==> src/hw/rtl/tpe_pkg.sv <==
`default_nettype none

package tpe_pkg;

    // Sizing
    localparam int MAX_DEGREE  = 8;
    localparam int COEF_DEPTH  = 64;
    localparam int QUEUE_DEPTH = 2;

    localparam int DEG_W     = $clog2(MAX_DEGREE + 1);
    localparam int NUM_TERMS = (MAX_DEGREE + 1) * (MAX_DEGREE + 2) / 2;
    localparam int TERM_W    = $clog2(NUM_TERMS);
    localparam int ADDR_W    = $clog2(COEF_DEPTH);
    localparam int QPTR_W    = $clog2(QUEUE_DEPTH);
    localparam int QCNT_W    = $clog2(QUEUE_DEPTH + 1);

    // Field widths
    localparam int CFG_W    = 4;
    localparam int INDEX_W  = 6;
    localparam int COEF_W   = 32;
    localparam int COORD_W  = 25;
    localparam int FRAC_W   = 24;
    localparam int OUT_W    = 48;
    localparam int PROD_W   = 2 * COORD_W;
    localparam int TPROD_W  = COEF_W + COORD_W + 1;
    localparam int ACC_W    = 64;

    localparam logic [COORD_W-1:0] ONE_Q = COORD_W'(1) << FRAC_W;
    localparam logic [PROD_W-1:0]  HALF_PROD = PROD_W'(1) << (FRAC_W - 1);
    localparam logic signed [ACC_W-1:0] HALF_ACC = ACC_W'(1) << (FRAC_W - 1);

    localparam logic signed [ACC_W-1:0] OUT_MAX =
        {{(ACC_W - OUT_W + 1){1'b0}}, {(OUT_W - 1){1'b1}}};
    localparam logic signed [ACC_W-1:0] OUT_MIN =
        {{(ACC_W - OUT_W + 1){1'b1}}, {(OUT_W - 1){1'b0}}};

    typedef enum logic [0:0] {
        OP_LOAD = 1'b0,
        OP_EVAL = 1'b1
    } tpe_op_t;

    typedef struct packed {
        tpe_op_t                    op;
        logic [INDEX_W-1:0]         index;
        logic signed [COEF_W-1:0]   value;
        logic [COORD_W-1:0]         s;
        logic [COORD_W-1:0]         t;
        logic [COORD_W-1:0]         u;
    } tpe_item_t;

    typedef struct packed {
        logic      valid;
        tpe_item_t item;
    } tpe_queue_t;

    typedef enum logic [2:0] {
        ST_IDLE,
        ST_POWERS,
        ST_TERMS,
        ST_DRAIN,
        ST_FINISH
    } tpe_state_t;

    // Round a Q2.48 product back to Q1.24; inputs never exceed 1.0
    function automatic logic [COORD_W-1:0] round_q(input logic [PROD_W-1:0] prod);
        logic [PROD_W-1:0] sum;
        sum = prod + HALF_PROD;
        return sum[FRAC_W + COORD_W - 1:FRAC_W];
    endfunction

    function automatic logic [COORD_W-1:0] clamp_coord(input logic [COORD_W-1:0] x);
        return (x > ONE_Q) ? ONE_Q : x;
    endfunction

endpackage

`default_nettype wire

==> src/hw/rtl/tpe_front.sv <==
`default_nettype none

module tpe_front
    import tpe_pkg::*;
(
    input  wire logic                      clk,
    input  wire logic                      rst_n,
    input  wire logic                      in_valid,
    output logic                           in_ready,
    input  wire logic                      opcode,
    input  wire logic [INDEX_W-1:0]        coef_index,
    input  wire logic signed [COEF_W-1:0]  coef_value,
    input  wire logic [COORD_W-1:0]        s_coord,
    input  wire logic [COORD_W-1:0]        t_coord,
    input  wire logic [COORD_W-1:0]        u_coord,
    output tpe_queue_t                     q_head,
    input  wire logic                      q_pop
);

    tpe_item_t          slot_reg [QUEUE_DEPTH];
    logic [QPTR_W-1:0]  wr_ptr_reg;
    logic [QPTR_W-1:0]  rd_ptr_reg;
    logic [QCNT_W-1:0]  count_reg;
    logic [QCNT_W-1:0]  count_next;
    logic               push;
    tpe_item_t          item_in;

    function automatic logic [QPTR_W-1:0] ptr_inc(input logic [QPTR_W-1:0] p);
        return (p == QPTR_W'(QUEUE_DEPTH - 1)) ? '0 : p + QPTR_W'(1);
    endfunction

    // Classify the beat and clamp coordinates above one
    always_comb
    begin
        item_in.op    = tpe_op_t'(opcode);
        item_in.index = coef_index;
        item_in.value = coef_value;
        item_in.s     = clamp_coord(s_coord);
        item_in.t     = clamp_coord(t_coord);
        item_in.u     = clamp_coord(u_coord);
    end

    assign in_ready = (count_reg != QCNT_W'(QUEUE_DEPTH));
    assign push     = in_valid && in_ready;

    assign q_head.valid = (count_reg != '0);
    assign q_head.item  = slot_reg[rd_ptr_reg];

    always_comb
    begin
        count_next = count_reg;
        if (push && !q_pop)
        begin
            count_next = count_reg + QCNT_W'(1);
        end
        else if (!push && q_pop)
        begin
            count_next = count_reg - QCNT_W'(1);
        end
    end

    always_ff @(posedge clk or negedge rst_n)
    begin
        if (!rst_n)
        begin
            wr_ptr_reg <= '0;
            rd_ptr_reg <= '0;
            count_reg  <= '0;
        end
        else
        begin
            count_reg <= count_next;
            if (push)
            begin
                wr_ptr_reg <= ptr_inc(wr_ptr_reg);
            end
            if (q_pop)
            begin
                rd_ptr_reg <= ptr_inc(rd_ptr_reg);
            end
        end
    end

    always_ff @(posedge clk)
    begin
        if (push)
        begin
            slot_reg[wr_ptr_reg] <= item_in;
        end
    end

endmodule

`default_nettype wire

==> config.mk <==
export PLATFORM = sky130hd
export DESIGN_NAME = tpe_front
export DESIGN_NICKNAME = d
export VERILOG_FILES = /design/src/hw/rtl/tpe_pkg.sv /design/src/hw/rtl/tpe_front.sv
export SDC_FILE = /design/constraint.sdc
export NUM_CORES = 1
export LEC_CHECK = 0
export BUFFER_PORTS_ARGS = -buffer_cell sky130_fd_sc_hd__clkbuf_2
export CORE_MARGIN = 3
export CORE_UTILIZATION = 29
export CTS_CLUSTER_DIAMETER = 40
export DETAILED_ROUTE_END_ITERATION = 6
export MAX_ROUTING_LAYER = met4
export SLEW_MARGIN = 10
export SYNTH_ARGS = -nofsm -noshare
export SYNTH_HDL_FRONTEND = slang
export SYNTH_SLANG_ARGS = --single-unit
export TNS_END_PERCENT = 100
==> constraint.sdc <==
create_clock -name clk -period 8.4 [get_ports clk]
set_input_delay 1.26 -clock clk [delete_from_list [all_inputs] [get_ports clk]]
set_output_delay 1.26 -clock clk [all_outputs]
set_load 0.05 [all_outputs]
# --- Yosys cells after proc, flatten, opt, wreduce, memory -nomap -nowiden ---
# Memories as Yosys holds them, arrays and structs flattened.
# Index checks and enable logic that the tools add are counted.
classes:
  add_sub_neg: 4
  order_cmp: 3
  eq_ne: 1
  mux: 9
  reduce_logical: 7
op_table:
  columns: ["op", "n"]
  rows:
  - ["25-bit greater-than comparator, second input constant", 3]
  - ["25-bit 2-to-1 mux", 3]
  - ["1-bit 2-to-1 mux", 4]
  - ["2-bit 2-to-1 mux", 2]
  - ["2-bit nonzero test", 2]
  - ["1-bit logical AND", 3]
  - ["1-bit adder, second input constant", 2]
  - ["2-bit by 1-bit adder with 2-bit output, second input constant", 1]
  - ["1-bit zero test", 2]
  - ["2-bit != test, second input constant", 1]
  - ["2-bit by 1-bit subtractor with 2-bit output, second input constant", 1]
totals:
  register_bits: 4
  mem_bits_rw: 228
  output_inout_bits: 116
  elab_cells: 28
  n_memories: 1
mem_list:
  columns: ["memory", "words", "width", "read_ports", "rd_clocked_by_memory_dff", "wr", "line_no", "text"]
  rows:
  - ["slot_reg", 2, 114, 1, 0, 1, "tpe_front.sv:20", "tpe_item_t slot_reg [QUEUE_DEPTH];"]

# --- Logic depth before layout (Yosys ltp) ---
logic_depth:
  word_depth: 6
  depth_mapped: 7
  ltp_nobuf: 7

# --- Worst setup path before layout ---
# No wires, ideal clock.
synth_path:
  path_type: "input to register"
  start: "input in_valid"
  end: "memory slot_reg[0][0] in the netlist's numbering (enable)"
  setup_time_ns: 0.589
  arrival_time_ns: 6.114
  required_time_ns: 7.811
  setup_slack_ns: 1.697
  stages: 2
  path_buffers: 0
  path_cell_list: "nand2_1 nor2_1"
synth_between:
  elab_chain_len: 3
synth_lines:
  columns: ["item", "line_no", "text"]
  rows:
  - ["start: declaration", "tpe_front.sv:8", "input wire logic in_valid,"]
  - ["1-bit logical AND", "tpe_front.sv:44", "assign push = in_valid && in_ready;"]
  - ["1-bit 2-to-1 mux", "tpe_front.sv:86", "if (push)"]
  - ["1-bit 2-to-1 mux (not written as such)", "tpe_front.sv:88", "slot_reg[wr_ptr_reg] <= item_in;"]
  - ["end: declaration", "tpe_front.sv:20", null]
# No other way between the ends.

==> impl_results.md <==
- Status: complete, no violations
- # diodes: 0
- Routed WL: 18.6 mm
- # hold bufs at CTS: 0
- Remaining global-route overflow: 0
- Vert. Die Dim: 183 µm
- Final Cycle Share: 0.458
- Mapped Area: 9100 µm²
- CTS buffer count: 30
- Wirelength per Cell: 16.5 µm
- Yosys warnings: 0
- Worst vdd ir: 0.249 mV
- Sw Ratio: 0.395
- First-pass DRT Iterations: 4
- Switching power: 1960 µW
- Longest Clk Path Bufs: 3
- Crit-path max FO: 44
- Most common cell after layout, fill and taps aside: clkbuf_2
- Sequential share of power: 0.338
- Final Core Density: 0.382
- Yosys cell types: 17
- Register-to-Register Path Depth: 3
- Global-route wire length before repair: 27.8 mm
- Leakage power: 0.00458 µW
- Core area: 30700 µm²
- Cts repair resizes: 0
- # DRC: 0
- Slew Limit Fails: 0
- Htree depth: 1
- IO Port Bufs: 233
- RR Endpoint: slot_reg[1][42]$_DFFE_PP_
- DR vias: 4753
- Avg Vias per Cell: 4.24
- Relative slew slack: 0.404
- Worst EP arrival: 2.59 ns
- Reg2reg start: count_reg[0]$_DFFE_PN0P_
- Num rows: 64
- Power per cell area: 423 nW/µm²
- Largest net degree at the start of global routing: 63
- R2R Setup Slk: 5.78 ns
- Setup TNS: 0 ns
- Die W: 183 µm
- Vias in the first global route: 4876
- WP data required: 7.14 ns
- Setup crit end kind: primary output
- CP startpoint: rd_ptr_reg$_DFFE_PN0P_
- Post-synthesis cell count: 454
- Share of power burned in combinational logic: 0.391
- Final hold vios: 0
- Fraction of layout cells with a size suffix above 1: 0.559
- Min Tclk post-route: 3.85 ns
- Int Power: 3000 µW
- Hold WS: 0.513 ns
- Initial antenna violation count: 0
- Setup Skew: 0.0115 ns
- Setup crit end: q_head[78]
- Gpl congestion: 0.711
- Post-DRT Antenna Nets: 0
- Starting Density: 0.296
- Post-Layout Cell Count: 1122
- Clock transition at the registers of the reported paths: 0.06 ns
- Clock Power Share: 0.271
- CTS tree: done
- Die area: 33600 µm²
- Worst setup SP type: flop
- Sink Count: 232
- Kind of critical path: flop to primary output
- Max FFs per register: 228
- DP Worst Slack: 4.96 ns
- Initial DRC Count: 156
- Clock root buffer: clkbuf_16
- Placed Instances: 1066
- Mean cell area of the mapped netlist: 20.1 µm²
- Measured slew at the worst slew-check pin: 0.895 ns
- Ports: 234
- Post-synth net total: 573
- Setup violators final: 0
- # nets final: 821
- PnR worst setup slack: 4.55 ns
- Register area share after synthesis: 0.763
- Area Growth Syn to Fin: 29.1%
- Post-CTS Setup Inserts: 0
- GR Util All Layers: 0.109
- Fmax: 0.260 GHz
- Clock latency at the later pin of the worst-skew pair: 0.54 ns
- Tightest Hold Check Type: flop to flop
- Synthesized flop and latch total: 232
- Most frequent cells in the layout: clkbuf_2 (233), edfxtp_1 (228), nor2b_1 (72)
- Max cap viols: 0
- Placed wire-length estimate: 12.0 mm
- RSZ-0062 raised after global routing: no
==> power groups by stage <==
stage	clock network (µW)	logic, µW	registers [µW]
2_1_floorplan	0	1610	1700
6_report	1350	1940	1680
3_3_place_gp	0	1980	1690
4_1_cts	1380	1990	1680
3_5_place_dp	0	1990	1710
5_1_grt	1440	2040	1710
==> cell usage after synthesis <==
cell type	instances	area, µm²
or2_2	1	6.26
dfrtp_1	4	100
xor2_1	3	26.3
xnor2_1	2	17.5
mux2_4	50	751
nor2b_1	72	450
buf_6	7	78.8
ha_1	1	12.5
clkbuf_1	9	33.8
inv_1	2	7.51
nand2b_1	1	6.26
mux2_2	64	721
edfxtp_1	228	6850
buf_2	6	30.0
nand2_1	1	3.75
nor2_1	2	7.51
and3_1	1	6.26
==> how the worst min path moves through the flow <==
stage	endpoint	cells past startpoint	startpoint	slack [ns]
floorplan	count_reg[1]$_DFFE_PN0P_	1	count_reg[1]$_DFFE_PN0P_	0.46
global placement	count_reg[1]$_DFFE_PN0P_	1	count_reg[1]$_DFFE_PN0P_	0.50
detailed placement	count_reg[1]$_DFFE_PN0P_	1	count_reg[1]$_DFFE_PN0P_	0.50
CTS	wr_ptr_reg$_DFFE_PN0N_	1	rst_n	0.49
global route	wr_ptr_reg$_DFFE_PN0N_	1	rst_n	0.50
finish	count_reg[1]$_DFFE_PN0P_	1	count_reg[1]$_DFFE_PN0P_	0.51
==> final cells by class <==
| cell class | instances | area (µm²) |
|---|---|---|
| fillers | 2937 | 19000 |
| flip-flops and latches | 232 | 6950 |
| multi-input cells | 198 | 2020 |
| repair buffers | 238 | 1200 |
| clock buffers | 33 | 783 |
| well taps | 396 | 495 |
| clock inverters | 23 | 294 |
| inverters | 2 | 7.51 |
==> worst max-delay path, cell delays in order (launching register included) <==
cell      delay, ns
dfrtp_4        0.64
buf_4          0.69
mux2_2         0.42
clkbuf_2       0.24
==> cells by family (layout without fill, tap and decap cells) <==
family	Yosys count	after routing	share of synthesized area
buf+inv	24	296	0.0165
simple gates	78	78	0.0528
fa+ha+maj	1	1	0.00137
xor+xnor	5	5	0.00481
flops	232	232	0.763
mux	114	114	0.162
==> stage by stage <==
| stage | cell area (µm²) | total power [µW] |
|---|---|---|
| floorplan | 9100 | 3310 |
| global placement | 10700 | 3680 |
| detailed placement | 10700 | 3690 |
| CTS | 11800 | 5060 |
| global route | 11800 | 5180 |
| finish | 11800 | 4970 |
==> per-layer routing <==
| layer | up-vias | GRT usage | share of wire |
|---|---|---|---|
| met5 | - | - | 0 |
| li1 | 2221 | - | - |
| met1 | 2336 | 0.135 | 0.43 |
| met2 | 162 | 0.176 | 0.48 |
| met4 | 0 | 0.0277 | 0.021 |
| met3 | 34 | 0.0305 | 0.071 |
Note: power is estimated with default switching activity, not from simulation.
